<file path="config.mk">
export PLATFORM = sky130hd
export DESIGN_NAME = pen_ctrl
export DESIGN_NICKNAME = d
export VERILOG_FILES = /design/src/hdl/pen_pkg.sv /design/src/hdl/pen_ctrl.sv
export SDC_FILE = /design/constraint.sdc
export NUM_CORES = 1
export LEC_CHECK = 0
export ABC_CLOCK_PERIOD_IN_PS = 1850
export BUFFER_PORTS_ARGS = -buffer_cell sky130_fd_sc_hd__buf_2
export CELL_PAD_IN_SITES_DETAIL_PLACEMENT = 1
export CELL_PAD_IN_SITES_GLOBAL_PLACEMENT = 2
export CORE_ASPECT_RATIO = 0.5
export CORE_MARGIN = 10
export CORE_UTILIZATION = 31
export CTS_CLUSTER_SIZE = 40
export DETAILED_ROUTE_END_ITERATION = 8
export GPL_TIMING_DRIVEN = 0
export HOLD_SLACK_MARGIN = 0.06
export PLACE_DENSITY_LB_ADDON = 0.15
export SETUP_SLACK_MARGIN = 0.3
export SYNTH_ARGS = -nofsm -noshare
export SYNTH_HDL_FRONTEND = slang
export SYNTH_SLANG_ARGS = --single-unit
</file>
<file path="constraint.sdc">
create_clock -name aclk -period 1.85 [get_ports aclk]
set_input_delay 0.37 -clock aclk [delete_from_list [all_inputs] [get_ports aclk]]
set_output_delay 0.37 -clock aclk [all_outputs]
set_load 0.05 [all_outputs]
</file>
<file path="src/hdl/pen_pkg.sv">
package pen_pkg;

    localparam int CW     = 16;          // coordinate width
    localparam int AW     = CW + 1;      // signed edge coefficients a, b
    localparam int UW     = CW + 1;      // magnitudes of a, b
    localparam int PW     = 2 * CW;      // cross products and |c|
    localparam int DW     = 2 * UW;      // a*a + b*b
    localparam int NW     = UW + PW;     // divider numerator
    localparam int QW     = CW + 1;      // foot coordinate magnitude
    localparam int DSW    = 2 * QW + 1;  // squared distance
    localparam int SRW    = 2 * (QW + 1);
    localparam int RTW    = QW + 1;      // root width
    localparam int RMW    = QW + 3;      // root remainder width
    localparam int SQ_STEPS = RTW;
    localparam int SQCW   = $clog2(SQ_STEPS + 1);
    localparam int DVCW   = $clog2(NW + 1);

    typedef enum logic [4:0] {
        OP_NONE,
        OP_LOAD,
        OP_FIRST,
        OP_SEL_OPEN,
        OP_SEL_CLOSE,
        OP_AB,
        OP_P,
        OP_Q,
        OP_CM,
        OP_DA,
        OP_DB,
        OP_NX,
        OP_NY,
        OP_DIV,
        OP_SVX,
        OP_SVY,
        OP_SQX,
        OP_SQY,
        OP_KEEP,
        OP_PREV,
        OP_SQ_START,
        OP_SQ_STEP,
        OP_OUT
    } op_t;

    typedef enum logic [4:0] {
        S_IDLE, S_START, S_FIRST, S_SEL, S_CSEL, S_AB, S_P, S_Q, S_CM,
        S_DA, S_DB, S_NX, S_DXS, S_DXW, S_SVX, S_NY, S_DYS, S_DYW, S_SVY,
        S_SQX, S_SQY, S_KEEP, S_PREV, S_SQS, S_SQR, S_OUT
    } state_t;

    typedef struct packed {
        op_t  op;
        logic closing;
    } dp_cmd_t;

    typedef struct packed {
        logic seen_zero;
        logic last;
        logic zero_edge;
        logic div_done;
        logic out_full;
    } dp_stat_t;

endpackage

</file>
<file path="src/hdl/pen_ctrl.sv">
module pen_ctrl (
    input  logic               aclk,
    input  logic               aresetn,
    input  logic               s_valid,
    output logic               s_ready,
    input  pen_pkg::dp_stat_t  stat,
    output pen_pkg::dp_cmd_t   cmd
);
    import pen_pkg::*;

    state_t          state_reg, state_next;
    logic            closing_reg, closing_next;
    logic [SQCW-1:0] sq_cnt_reg, sq_cnt_next;
    state_t          edge_end;

    assign edge_end = closing_reg ? S_SQS : S_PREV;

    always_ff @(posedge aclk) begin
        if (!aresetn) begin
            state_reg   <= S_IDLE;
            closing_reg <= 1'b0;
            sq_cnt_reg  <= '0;
        end else begin
            state_reg   <= state_next;
            closing_reg <= closing_next;
            sq_cnt_reg  <= sq_cnt_next;
        end
    end

    always_comb begin
        state_next   = state_reg;
        closing_next = closing_reg;
        sq_cnt_next  = sq_cnt_reg;
        case (state_reg)
            S_IDLE:  if (s_valid) state_next = S_START;
            S_START: state_next = stat.seen_zero ? S_FIRST : S_SEL;
            S_FIRST: state_next = S_PREV;
            S_SEL: begin
                closing_next = 1'b0;
                state_next   = S_AB;
            end
            S_CSEL: begin
                closing_next = 1'b1;
                state_next   = S_AB;
            end
            S_AB:    state_next = stat.zero_edge ? edge_end : S_P;
            S_P:     state_next = S_Q;
            S_Q:     state_next = S_CM;
            S_CM:    state_next = S_DA;
            S_DA:    state_next = S_DB;
            S_DB:    state_next = S_NX;
            S_NX:    state_next = S_DXS;
            S_DXS:   state_next = S_DXW;
            S_DXW:   if (stat.div_done) state_next = S_SVX;
            S_SVX:   state_next = S_NY;
            S_NY:    state_next = S_DYS;
            S_DYS:   state_next = S_DYW;
            S_DYW:   if (stat.div_done) state_next = S_SVY;
            S_SVY:   state_next = S_SQX;
            S_SQX:   state_next = S_SQY;
            S_SQY:   state_next = S_KEEP;
            S_KEEP:  state_next = edge_end;
            S_PREV:  state_next = stat.last ? S_CSEL : S_IDLE;
            S_SQS: begin
                sq_cnt_next = SQCW'(SQ_STEPS);
                state_next  = S_SQR;
            end
            S_SQR: begin
                sq_cnt_next = sq_cnt_reg - 1'b1;
                if (sq_cnt_reg == SQCW'(1)) state_next = S_OUT;
            end
            S_OUT:   if (!stat.out_full) state_next = S_IDLE;
            default: state_next = S_IDLE;
        endcase
    end

    always_comb begin
        s_ready     = 1'b0;
        cmd.op      = OP_NONE;
        cmd.closing = closing_reg;
        case (state_reg)
            S_IDLE: begin
                s_ready = 1'b1;
                if (s_valid) cmd.op = OP_LOAD;
            end
            S_FIRST: cmd.op = OP_FIRST;
            S_SEL:   cmd.op = OP_SEL_OPEN;
            S_CSEL:  cmd.op = OP_SEL_CLOSE;
            S_AB:    cmd.op = OP_AB;
            S_P:     cmd.op = OP_P;
            S_Q:     cmd.op = OP_Q;
            S_CM:    cmd.op = OP_CM;
            S_DA:    cmd.op = OP_DA;
            S_DB:    cmd.op = OP_DB;
            S_NX:    cmd.op = OP_NX;
            S_DXS:   cmd.op = OP_DIV;
            S_SVX:   cmd.op = OP_SVX;
            S_NY:    cmd.op = OP_NY;
            S_DYS:   cmd.op = OP_DIV;
            S_SVY:   cmd.op = OP_SVY;
            S_SQX:   cmd.op = OP_SQX;
            S_SQY:   cmd.op = OP_SQY;
            S_KEEP:  cmd.op = OP_KEEP;
            S_PREV:  cmd.op = OP_PREV;
            S_SQS:   cmd.op = OP_SQ_START;
            S_SQR:   cmd.op = OP_SQ_STEP;
            S_OUT:   if (!stat.out_full) cmd.op = OP_OUT;
            default: cmd.op = OP_NONE;
        endcase
    end
endmodule

</file>
Word level (Yosys, flattened, before mapping)
Index checks and enable logic that the tools add are counted.
Word-level totals
  logic and storage cells: 57
  bits of input ports: 8
  output and inout port bits: 7
  register bits after elaboration: 11
Cells by class
  reduce and logical (&&, ||, !) cells: 6
  muxes and demuxes: 16
  equality and inequality tests: 31
  $add $sub $neg: 1
Operator list (number)
  $pmux W5 S25: 1
  $pmux W5 S22: 1
  $eq A5 B5 Y1 const B: 10
  $eq A5 B4 Y1 const B: 8
  $mux W5: 7
  $eq A5 B3 Y1 const B: 4
  $eq A5 B1 Y1 const B: 2
  $eq A5 B2 Y1 const B: 2
  $ne A2 B2 Y1 const B: 5
  $pmux W5 S2: 1
  $logic_not A5 Y1: 1
  $reduce_and A5 Y1: 1
  $sub A5 B1 Y5 const B: 1
  $mux W1: 4
  $reduce_bool A2 Y1: 2
  $reduce_or A2 Y1: 2
  $mux W3: 1
  $pmux W1 S2: 1

Logic depth before layout (Yosys ltp)
Gate-level depths: netlist of run 1.
  depth after elaboration: 3
  depth in mapped cells: 7
  gate-level depth less buffers: 6

Worst setup path after synthesis of run 1
No wires, ideal clock.
  path type: flip-flop to output port
  start: register state_reg[3]
  end: output port cmd[3] in the netlist's numbering
  arrival: 2266 ps
  required time: 1480 ps
  slack: -786 ps
  path buffers: 2
  stages on the path, launching flop included: 7
  cell sequence: dfxtp_1 > buf_2 > clkbuf_1 > inv_1 > o21ai_0 > a21oi_1 > o31ai_1
RTL lines
  start: declaration: line pen_ctrl.sv:11  | state_t state_reg, state_next;
  start signal: assignment: line pen_ctrl.sv:24  | state_reg <= state_next;
  end: declaration: line pen_ctrl.sv:7  | output pen_pkg::dp_cmd_t cmd

==> impl_metrics.xml, run 1 <==
<?xml version="1.0" encoding="UTF-8"?>
<metrics>
  <group name="detailed_routing">
    <metric name="routed-via-count" unit="">1365</metric>
    <metric name="vias_per_cell" unit="">5.83</metric>
    <metric name="drt.antenna.violating_nets" unit="">0</metric>
    <metric name="wirelength" unit="mm">4.94</metric>
    <metric name="detail_route.first_pass.iterations" unit="">4</metric>
    <metric name="drt_iter0_drc" unit="">130</metric>
    <metric name="total_drc_errors_in_the_routed_layout" unit="">0</metric>
    <metric name="routed_wire_length_per_instance" unit="µm">21.1</metric>
  </group>
  <group name="floorplanning">
    <metric name="initial_core_utilization" unit="%">33.7</metric>
    <metric name="boundaryPins" unit="">15</metric>
    <metric name="die_h" unit="µm">61.3</metric>
    <metric name="die-width" unit="µm">103</metric>
    <metric name="die_area" unit="µm²">6280</metric>
    <metric name="num_rows" unit="">14</metric>
    <metric name="fp.coreArea" unit="µm²">3140</metric>
  </group>
  <group name="timing">
    <metric name="slew-limit-headroom" unit="%">72.7</metric>
    <metric name="timing.setup.tns" unit="ns">-0.393</metric>
    <metric name="clock_skew" unit="ns">0.00138</metric>
    <metric name="timing.final.crit_share" unit="%">105</metric>
    <metric name="setup-violations-final" unit="">6</metric>
    <metric name="final_hold_viol_count" unit="">0</metric>
    <metric name="timing.fmax" unit="MHz">515</metric>
    <metric name="timing.final.crit_period" unit="ns">1.94</metric>
    <metric name="final_max_slew_viol_count" unit="">0</metric>
    <metric name="setup_repair_after_global_routing_missed_its_margin" unit="">true</metric>
    <metric name="worst_pin_slew" unit="ns">0.410</metric>
    <metric name="postLayoutSetupSlackWorst" unit="ns">-0.0925</metric>
  </group>
  <group name="layout">
    <metric name="mostFrequentLayoutCells" unit="">buf_4 (23), buf_6 (12), nand2_1 (10)</metric>
    <metric name="layout.cells.most_common" unit="">buf_4</metric>
    <metric name="nets" unit="">205</metric>
    <metric name="final_layout_size_suffix_gt1_share" unit="%">51.0</metric>
    <metric name="antenna_diode_instance_count" unit="">0</metric>
    <metric name="areaGrowthSynthToFinish" unit="%">82.7</metric>
  </group>
  <group name="critical_path">
    <metric name="critical_path.cell_chain" unit="">buf_8 &gt; buf_8 &gt; buf_8 &gt; nor2_4 &gt; a21oi_2 &gt; o31ai_4 &gt; buf_6</metric>
    <metric name="rr_endpoint" unit="">state_reg[3]</metric>
    <metric name="reg2regPathDepth" unit="">6</metric>
    <metric name="regToRegStartpoint" unit="">state_reg[2]</metric>
    <metric name="critical-path-max-stage-delay" unit="ns">0.35</metric>
    <metric name="setup.reg_to_reg.worst_slack" unit="ns">0</metric>
    <metric name="critical_path_arrival" unit="ns">1.57</metric>
    <metric name="most_common_cell_type_on_the_critical_path" unit="">buf_8</metric>
    <metric name="nature_of_the_critical_path_endpoint" unit="">primary output</metric>
    <metric name="critical_path.max_fanout" unit="">6</metric>
    <metric name="crit_path_top_delay_cell" unit="">dfxtp_4</metric>
    <metric name="critPathLaunchType" unit="">register</metric>
    <metric name="worstPathRequired" unit="ns">1.48</metric>
    <metric name="criticalPathCategory" unit="">register to primary output</metric>
  </group>
  <group name="cts">
    <metric name="cts_tree" unit="">done</metric>
    <metric name="holdBufCountCts" unit="">0</metric>
    <metric name="numClockSinks" unit="">11</metric>
    <metric name="clock_pin_transition_on_the_worst_setup_and_hold_timing_paths" unit="ns">0.05</metric>
    <metric name="clock_tree.root_cell" unit="">clkbuf_8</metric>
    <metric name="clock_tree.htree_level_count" unit="">1</metric>
    <metric name="cts_made_buffers" unit="">3</metric>
    <metric name="clk_latency" unit="ns">0.24</metric>
    <metric name="cts-root-to-sink-buffers" unit="">2</metric>
  </group>
  <group name="synthesis">
    <metric name="synth.yosys.warnings" unit="">0</metric>
    <metric name="post_synth_inst_count" unit="">148</metric>
    <metric name="syn_nets" unit="">158</metric>
    <metric name="async_reset_ff_share" unit="%">0</metric>
    <metric name="syn_area_per_cell" unit="µm²">7.14</metric>
    <metric name="synth_edf_count" unit="">0</metric>
    <metric name="syn-cell-area" unit="µm²">1060</metric>
    <metric name="share_of_yosys_cell_area_claimed_by_the_top_area_cell_type" unit="%">20.9</metric>
    <metric name="ys_ff_latch" unit="">11</metric>
    <metric name="yosys_most_used_dff" unit="">dfxtp_1</metric>
    <metric name="synth.yosys.seq_area_share" unit="%">20.9</metric>
    <metric name="ys_top_cells_by_area" unit="">dfxtp_1 (21%), o21ai_0 (7.1%), a21oi_1 (6.2%), nor2_1 (4.3%), nand2_1 (3.6%)</metric>
    <metric name="synth.lib_cells_used.distinct" unit="">49</metric>
    <metric name="post-synth-top-area-cell" unit="">dfxtp_1</metric>
  </group>
  <group name="global_routing">
    <metric name="globalRouteOverflowTotal" unit="">0</metric>
    <metric name="first_global_vias" unit="">1305</metric>
    <metric name="number_of_antenna_violations_at_the_first_check_in_global_routing" unit="">0</metric>
    <metric name="globalRouteTotalUtil" unit="%">13.7</metric>
    <metric name="grt_pass1_wl" unit="mm">6.67</metric>
    <metric name="grt_start_max_net_pins" unit="">11</metric>
  </group>
  <group name="hold_path">
    <metric name="min_to" unit="">sq_cnt_reg[3]</metric>
    <metric name="worst_hold_startpoint" unit="">sq_cnt_reg[3]</metric>
    <metric name="hold_crit_class" unit="">register to register</metric>
    <metric name="timing.hold.worst_path_depth" unit="">1</metric>
  </group>
  <group name="placed_design">
    <metric name="hpwl" unit="mm">2.90</metric>
    <metric name="portBuffers" unit="">13</metric>
    <metric name="pre_cts_slack" unit="ns">-0.298</metric>
    <metric name="gp_routability_congestion" unit="">0.877</metric>
  </group>
  <group name="pwr">
    <metric name="pwr_density_cell" unit="nW/µm²">1700</metric>
    <metric name="max-vdd-ir-drop" unit="V">0.000673</metric>
    <metric name="totalPowerFinal" unit="mW">3.29</metric>
    <metric name="leakagePower" unit="nW">0.767</metric>
  </group>
  <group name="run_status">
    <metric name="violated_checks" unit="">setup timing</metric>
    <metric name="status" unit="">complete, but fails checks</metric>
  </group>
  <group name="job">
    <metric name="max_cap_viol_count" unit="">0</metric>
  </group>
</metrics>
## synthesized netlist by cell type, drive strengths merged, types with 3 or more instances
cell type	number
o21ai	15
a21oi	13
nor2	12
dfxtp	11
buf	10
nand2	10
inv	9
clkbuf	6
nor3	6
a211oi	3
and4b	3
nand2b	3
o31ai	3
o32ai	3
or3	3
## per-layer routing
layer / routed length, µm / vias to the layer above / share of wire, % / track usage, %
met4: 82 / 0 / 1.7 / 3.39
met1: 2230 / 665 / 45 / 18.7
met5: 0 / - / 0 / 0
met2: 2320 / 50 / 47 / 21.8
li1: - / 640 / - / -
met3: 305 / 10 / 6.2 / 2.35
## how the worst max path moves through the flow
stage / end / slack [ns] / start
2_1_floorplan: cmd[3] / 0.08 / state_reg[0]
3_3_place_gp: cmd[3] / -0.29 / state_reg[4]
3_5_place_dp: cmd[3] / -0.30 / state_reg[4]
4_1_cts: cmd[1] / -0.12 / state_reg[3]
5_1_grt: cmd[1] / -0.17 / state_reg[3]
6_report: cmd[3] / -0.09 / state_reg[0]
## through the flow
stage | instances | util (%) | hold slack (ns) | area [µm²]
CTS | 215 | 52.2 | 0.480 | 1640
floorplan | 148 | - | 0.423 | 1270
global route | 234 | 61.5 | 0.521 | 1930
finish | 234 | 61.5 | 0.490 | 1930
detailed placement | 201 | 44.3 | 0.470 | 1390
global placement | 201 | 44.3 | 0.451 | 1390
## cell families (layout without fill, tap and decap cells)
kind of cell | after synthesis | count (layout) | share of synthesized area (%)
compound gates | 54 | 54 | 33.3
xor+xnor | 1 | 1 | 0.830
fa+ha+maj | 3 | 3 | 3.32
buf+inv | 25 | 71 | 10.5
flops | 11 | 11 | 20.9
mux | 2 | 2 | 1.90
simple gates | 52 | 52 | 29.3
## final cells by class
type	instances	area, µm²
buffer	16	233
clock buffer	4	45.0
timing repair buffer	42	384
sequential	11	233
tap	40	50.0
fill	356	1210
multi-input combinational	112	945
inverter	9	40.0
## critical path: cells and delay by family, from the launching register on
family | cells | cell delay, ns
AO/OA/AOI/OAI | 2 | 0.24
flip-flops | 1 | 0.35
buffers and inverters | 4 | 0.59
AND/OR/NAND/NOR | 1 | 0.14
## what timing repair did
action,in CTS,in global routing
cloned,1,2
setup buffers,9,17
setup endpoints to repair,12,12
gates resized for setup,37,26
pin swaps,11,19
## where the power goes
group	leakage [nW]	internal (mW)	switching, mW
sequential	0.0920	0.303	0.0534
clock	0.0228	0.152	0.102
combinational	0.653	1.29	1.39
total	0.767	1.74	1.54
(Power assumes the default switching activity.)
==> run 2: changes to the inputs <==
Settings changed: CORE_UTILIZATION 31 to 30.
==> impl_metrics.xml, run 2 (synthesis results as in run 1) <==
<?xml version="1.0" encoding="UTF-8"?>
<metrics>
  <group name="layout">
    <metric name="final.fill_count" unit="">393</metric>
    <metric name="stdcell_area" unit="µm²">1950</metric>
    <metric name="areaGrowthSynthToFinish" unit="%">84.5</metric>
    <metric name="fin_util" unit="%">57.0</metric>
    <metric name="final_layout_size_suffix_gt1_share" unit="%">51.5</metric>
    <metric name="nets" unit="">205</metric>
    <metric name="mostFrequentLayoutCells" unit="">buf_4 (24), buf_6 (12), nor2_1 (10), a21oi_1 (10)</metric>
    <metric name="layout.cells.most_common" unit="">buf_4</metric>
    <metric name="antenna_diode_instance_count" unit="">0</metric>
  </group>
  <group name="critical_path">
    <metric name="critPathLaunchType" unit="">register</metric>
    <metric name="critical_path.cell_chain" unit="">buf_8 &gt; buf_8 &gt; o21ai_0 &gt; a2bb2oi_2 &gt; a21oi_4 &gt; buf_6</metric>
    <metric name="critical_path_arrival" unit="ns">1.60</metric>
    <metric name="criticalPathCategory" unit="">register to primary output</metric>
    <metric name="critical-path-max-stage-delay" unit="ns">0.37</metric>
    <metric name="most_common_cell_type_on_the_critical_path" unit="">buf_8</metric>
    <metric name="worstPathRequired" unit="ns">1.48</metric>
    <metric name="critical_path.max_fanout" unit="">6</metric>
    <metric name="crit_path_top_delay_cell" unit="">dfxtp_4</metric>
    <metric name="timing.critical_path.max_delay_family" unit="">compound AO/OA/AOI/OAI gates</metric>
    <metric name="timing.critical_path.buf_inv" unit="">3</metric>
    <metric name="nature_of_the_critical_path_endpoint" unit="">primary output</metric>
  </group>
  <group name="timing">
    <metric name="timing.fmax" unit="MHz">508</metric>
    <metric name="setup_repair_after_global_routing_missed_its_margin" unit="">true</metric>
    <metric name="clock_skew" unit="ns">0.00437</metric>
    <metric name="setup-violations-final" unit="">7</metric>
    <metric name="timing.final.crit_period" unit="ns">1.97</metric>
    <metric name="final_max_slew_viol_count" unit="">0</metric>
    <metric name="timing.final.crit_share" unit="%">106</metric>
    <metric name="slew-limit-headroom" unit="%">70.8</metric>
    <metric name="postLayoutSetupSlackWorst" unit="ns">-0.118</metric>
    <metric name="worst_pin_slew" unit="ns">0.438</metric>
    <metric name="final_hold_viol_count" unit="">0</metric>
  </group>
  <group name="floorplanning">
    <metric name="initial_core_utilization" unit="%">30.9</metric>
    <metric name="die-width" unit="µm">104</metric>
    <metric name="boundaryPins" unit="">15</metric>
    <metric name="fp.coreArea" unit="µm²">3420</metric>
    <metric name="die_h" unit="µm">62.0</metric>
    <metric name="num_rows" unit="">15</metric>
    <metric name="die_area" unit="µm²">6440</metric>
  </group>
  <group name="pwr">
    <metric name="leakagePower" unit="nW">0.773</metric>
    <metric name="pwr_density_cell" unit="nW/µm²">1630</metric>
    <metric name="totalPowerFinal" unit="mW">3.17</metric>
    <metric name="max-vdd-ir-drop" unit="V">0.000529</metric>
  </group>
  <group name="cts">
    <metric name="clock_tree.root_cell" unit="">clkbuf_8</metric>
    <metric name="clk_latency" unit="ns">0.24</metric>
    <metric name="numClockSinks" unit="">11</metric>
    <metric name="clock_pin_transition_on_the_worst_setup_and_hold_timing_paths" unit="ns">0.05</metric>
    <metric name="holdBufCountCts" unit="">0</metric>
    <metric name="clock_tree.htree_level_count" unit="">1</metric>
    <metric name="cts_tree" unit="">done</metric>
    <metric name="cts_made_buffers" unit="">3</metric>
    <metric name="cts-root-to-sink-buffers" unit="">2</metric>
  </group>
  <group name="job">
    <metric name="max_cap_viol_count" unit="">0</metric>
  </group>
  <group name="global_routing">
    <metric name="number_of_antenna_violations_at_the_first_check_in_global_routing" unit="">0</metric>
    <metric name="globalRouteTotalUtil" unit="%">13.0</metric>
    <metric name="globalRouteOverflowTotal" unit="">0</metric>
    <metric name="grt_pass1_wl" unit="mm">6.77</metric>
    <metric name="grt_start_max_net_pins" unit="">11</metric>
    <metric name="first_global_vias" unit="">1253</metric>
  </group>
  <group name="hold_path">
    <metric name="hold_crit_class" unit="">register to register</metric>
  </group>
  <group name="detailed_routing">
    <metric name="drt.antenna.violating_nets" unit="">0</metric>
    <metric name="vias_per_cell" unit="">5.38</metric>
    <metric name="detail_route.first_pass.iterations" unit="">4</metric>
    <metric name="routed-via-count" unit="">1319</metric>
    <metric name="routed_wire_length_per_instance" unit="µm">18.6</metric>
    <metric name="wirelength" unit="mm">4.57</metric>
    <metric name="total_drc_errors_in_the_routed_layout" unit="">0</metric>
    <metric name="drt_iter0_drc" unit="">99</metric>
  </group>
  <group name="placed_design">
    <metric name="hpwl" unit="mm">2.88</metric>
    <metric name="pre_cts_slack" unit="ns">-0.304</metric>
    <metric name="place_area" unit="µm²">1400</metric>
    <metric name="gp_routability_congestion" unit="">0.790</metric>
    <metric name="portBuffers" unit="">13</metric>
  </group>
  <group name="run_status">
    <metric name="status" unit="">complete, but fails checks</metric>
    <metric name="violated_checks" unit="">setup timing</metric>
  </group>
</metrics>
run 2: cell count changes in the layout (fill, tap and decap cells not counted), moves of 2 or more:
cell,before,now
nor2_2,3,0
o21ai_1,3,0
a21oi_1,8,10
a21oi_2,3,1
dfxtp_2,1,3
nor2_1,8,10
run 2: stage by stage:
step	cells	hold WS, ns	setup TNS, ns
6_report	245	0.470	-0.619
5_1_grt	245	0.488	-1.00
4_1_cts	227	0.466	-0.528
3_5_place_dp	212	0.459	-0.668
3_3_place_gp	212	0.442	-0.630
2_1_floorplan	148	0.423	0
run 2: final timing paths:
kind	start	end	slack [ns]	cells after the start
worst min register to register	sq_cnt_reg[3]	sq_cnt_reg[3]	0.47	1
worst min-delay path	sq_cnt_reg[3]	sq_cnt_reg[3]	0.47	1
worst max-delay path	state_reg[2]	cmd[1]	-0.12	6
worst max register to register	state_reg[1]	state_reg[3]	-0.06	6
run 2: metal layers:
layer,GRT usage (%),wire length (µm),part of all wire (%)
met1,18.2,2220,49
met2,20.1,2080,46
met3,2.57,223,4.9
met4,3.14,39,0.85
met5,0,0,0
run 2: power breakdown:
group | switching (mW) | leakage, nW | internal [mW] | total (mW)
Combinational | 1.33 | 0.658 | 1.23 | 2.56
Clock | 0.0962 | 0.0228 | 0.152 | 0.248
Sequential | 0.0605 | 0.0920 | 0.302 | 0.362
run 2: final cells by class:
cell class / count / area, µm² / share of cell area (%)
Clock buffer: 4 / 45.0 / 2.31
Timing Repair Buffer: 42 / 367 / 18.8
Buffer: 16 / 239 / 12.3
Inverter: 9 / 40.0 / 2.06
Multi-Input combinational cell: 112 / 962 / 49.4
Sequential cell: 11 / 231 / 11.9
Tap cell: 51 / 63.8 / 3.28
run 2: timing repair:
item                                    4_1_cts  5_1_grt
setup buffers                                10       17
endpoints found under the setup margin       12       13
pin swaps                                    10       20
resized for setup                            39       26
cloned                                        1        1
==> run 3: changes to the inputs <==
Settings changed: REMOVE_ABC_BUFFERS set to 1.
==> impl_metrics.xml, run 3 (synthesis results as in run 1) <==
<?xml version="1.0" encoding="UTF-8"?>
<metrics>
  <group name="critical_path">
    <metric name="critical_path.max_fanout" unit="">14</metric>
    <metric name="nature_of_the_critical_path_endpoint" unit="">register</metric>
    <metric name="worstSetupStartpoint" unit="">state_reg[3]</metric>
    <metric name="worstPathRequired" unit="ns">1.98</metric>
    <metric name="criticalPathCategory" unit="">register to register</metric>
    <metric name="critical_path_arrival" unit="ns">1.93</metric>
    <metric name="critPathLaunchType" unit="">register</metric>
    <metric name="regToRegStartpoint" unit="">state_reg[3]</metric>
    <metric name="setup.reg_to_reg.worst_slack" unit="ns">0.05</metric>
  </group>
  <group name="detailed_routing">
    <metric name="vias_per_cell" unit="">5.46</metric>
    <metric name="total_drc_errors_in_the_routed_layout" unit="">0</metric>
    <metric name="wirelength" unit="mm">4.09</metric>
    <metric name="routed-via-count" unit="">1251</metric>
    <metric name="detail_route.first_pass.iterations" unit="">4</metric>
    <metric name="routed_wire_length_per_instance" unit="µm">17.9</metric>
    <metric name="drt_iter0_drc" unit="">65</metric>
    <metric name="drt.antenna.violating_nets" unit="">0</metric>
  </group>
  <group name="timing">
    <metric name="timing.final.crit_period" unit="ns">1.80</metric>
    <metric name="clock_skew" unit="ns">0.00671</metric>
    <metric name="setup_repair_after_global_routing_missed_its_margin" unit="">true</metric>
    <metric name="timing.fmax" unit="MHz">556</metric>
    <metric name="slew-limit-headroom" unit="%">80.9</metric>
    <metric name="worst_pin_slew" unit="ns">0.283</metric>
    <metric name="fin_hold_ws" unit="ns">0.440</metric>
    <metric name="final_hold_viol_count" unit="">0</metric>
    <metric name="final_max_slew_viol_count" unit="">0</metric>
    <metric name="timing.setup.tns" unit="ns">0</metric>
    <metric name="setup-violations-final" unit="">0</metric>
    <metric name="timing.final.crit_share" unit="%">97.3</metric>
  </group>
  <group name="pwr">
    <metric name="pwr_density_cell" unit="nW/µm²">1580</metric>
    <metric name="power.net_switching" unit="mW">1.24</metric>
    <metric name="power.share.sequential" unit="%">17.5</metric>
    <metric name="sw_frac_of_total" unit="%">49.3</metric>
    <metric name="internal_power" unit="mW">1.27</metric>
    <metric name="pwr-share-comb" unit="%">72.7</metric>
    <metric name="max-vdd-ir-drop" unit="V">0.000751</metric>
    <metric name="leakagePower" unit="nW">0.632</metric>
    <metric name="clock_power_share" unit="%">9.9</metric>
  </group>
  <group name="floorplanning">
    <metric name="die_area" unit="µm²">6440</metric>
    <metric name="die-width" unit="µm">104</metric>
    <metric name="boundaryPins" unit="">15</metric>
    <metric name="num_rows" unit="">15</metric>
    <metric name="initial_core_utilization" unit="%">30.9</metric>
    <metric name="fp.coreArea" unit="µm²">3420</metric>
    <metric name="die_h" unit="µm">62.0</metric>
  </group>
  <group name="layout">
    <metric name="final.fill_count" unit="">420</metric>
    <metric name="antenna_diode_instance_count" unit="">0</metric>
    <metric name="mostFrequentLayoutCells" unit="">buf_4 (24), nor2_1 (11), a21oi_1 (11)</metric>
    <metric name="layout.cells.most_common" unit="">buf_4</metric>
    <metric name="areaGrowthSynthToFinish" unit="%">49.9</metric>
    <metric name="final_layout_size_suffix_gt1_share" unit="%">40.4</metric>
    <metric name="nets" unit="">189</metric>
  </group>
  <group name="cts">
    <metric name="cts_made_buffers" unit="">3</metric>
    <metric name="clock_tree.htree_level_count" unit="">1</metric>
    <metric name="numClockSinks" unit="">11</metric>
    <metric name="clock_pin_transition_on_the_worst_setup_and_hold_timing_paths" unit="ns">0.05</metric>
    <metric name="cts_tree" unit="">done</metric>
    <metric name="clk_latency" unit="ns">0.24</metric>
    <metric name="clock_tree.root_cell" unit="">clkbuf_8</metric>
    <metric name="cts-root-to-sink-buffers" unit="">2</metric>
  </group>
  <group name="placed_design">
    <metric name="gp_routability_congestion" unit="">0.697</metric>
    <metric name="hpwl" unit="mm">2.09</metric>
    <metric name="portBuffers" unit="">14</metric>
  </group>
  <group name="global_routing">
    <metric name="first_global_vias" unit="">1283</metric>
    <metric name="globalRouteOverflowTotal" unit="">0</metric>
    <metric name="number_of_antenna_violations_at_the_first_check_in_global_routing" unit="">0</metric>
    <metric name="grt_pass1_wl" unit="mm">6.67</metric>
    <metric name="grt_start_max_net_pins" unit="">17</metric>
    <metric name="globalRouteTotalUtil" unit="%">12.7</metric>
  </group>
  <group name="hold_path">
    <metric name="hold_crit_class" unit="">input pin to register</metric>
    <metric name="worst_hold_startpoint" unit="">aresetn</metric>
  </group>
  <group name="run_status">
    <metric name="status" unit="">finished, final reports clean</metric>
  </group>
  <group name="job">
    <metric name="max_cap_viol_count" unit="">0</metric>
  </group>
</metrics>
-- run 3: cell types whose count changed in the layout (fill, tap and decap cells not counted), moves of 3 or more --
cell and delta:
clkbuf_16 -4, dfxtp_2 -3, buf_8 -6, dfxtp_4 +3, clkbuf_8 -3, buf_6 -4
-- run 3: path summary, 6_finish.rpt --
kind              cells past startpoint             to
setup reg to reg                      5   state_reg[3]
setup / recovery                      5   state_reg[3]
hold reg to reg                       1  sq_cnt_reg[3]
hold / removal                        2   state_reg[3]
-- run 3: area by class of cell --
cell class / count / area (µm²) / area share [%]
tap: 51 / 63.8 / 4.03
inverter: 9 / 40.0 / 2.53
sequential: 11 / 239 / 15.1
multi-input combinational: 112 / 845 / 53.4
timing repair buffer: 42 / 350 / 22.1
clock buffer: 4 / 45.0 / 2.85
-- run 3: repair_timing --
item	4_1_cts	5_1_grt
pin swaps	12	6
hold endpoints to repair	0	0
hold buffers	0	0
setup endpoints to repair	17	15
setup buffers	27	1
gates resized for setup	46	11
-- run 3: per-layer routing --
layer | up-vias | GRT usage, % | wire length (µm)
met2 | 22 | 21.9 | 1940
met5 | - | 0 | 0
li1 | 609 | - | -
met4 | 0 | 2.75 | 22
met3 | 2 | 2.78 | 142
met1 | 618 | 16.3 | 1990
-- run 3: critical path, stage by stage (launching register included) --
cell      delay (ns)
dfxtp_4         0.39
buf_6           0.17
or3b_1          0.36
a2111o_1        0.44
a31o_1          0.20
o311a_1         0.11
-- run 3: power by group through the flow --
stage	Clock (mW)	Sequential [mW]	Combinational (mW)
5_1_grt	0.268	0.452	1.95
4_1_cts	0.252	0.424	1.73
6_report	0.247	0.438	1.82
2_1_floorplan	0	0.505	0.770
3_5_place_dp	0	0.589	0.975
3_3_place_gp	0	0.594	0.973
-- run 3: metrics by stage --
| step | worst slack [ns] | util (%) | total power, mW | cells | cell area [µm²] |
|---|---|---|---|---|---|
| 6_report | 0.0499 | 46.3 | 2.51 | 229 | 1580 |
| 5_1_grt | -0.00277 | 46.3 | 2.67 | 229 | 1580 |
| 4_1_cts | 0.0833 | 44.4 | 2.41 | 228 | 1520 |
| 3_5_place_dp | -0.497 | 32.6 | 1.56 | 197 | 1110 |
| 3_3_place_gp | -0.500 | 32.6 | 1.57 | 197 | 1110 |
| 2_1_floorplan | -0.835 | - | 1.27 | 132 | 978 |
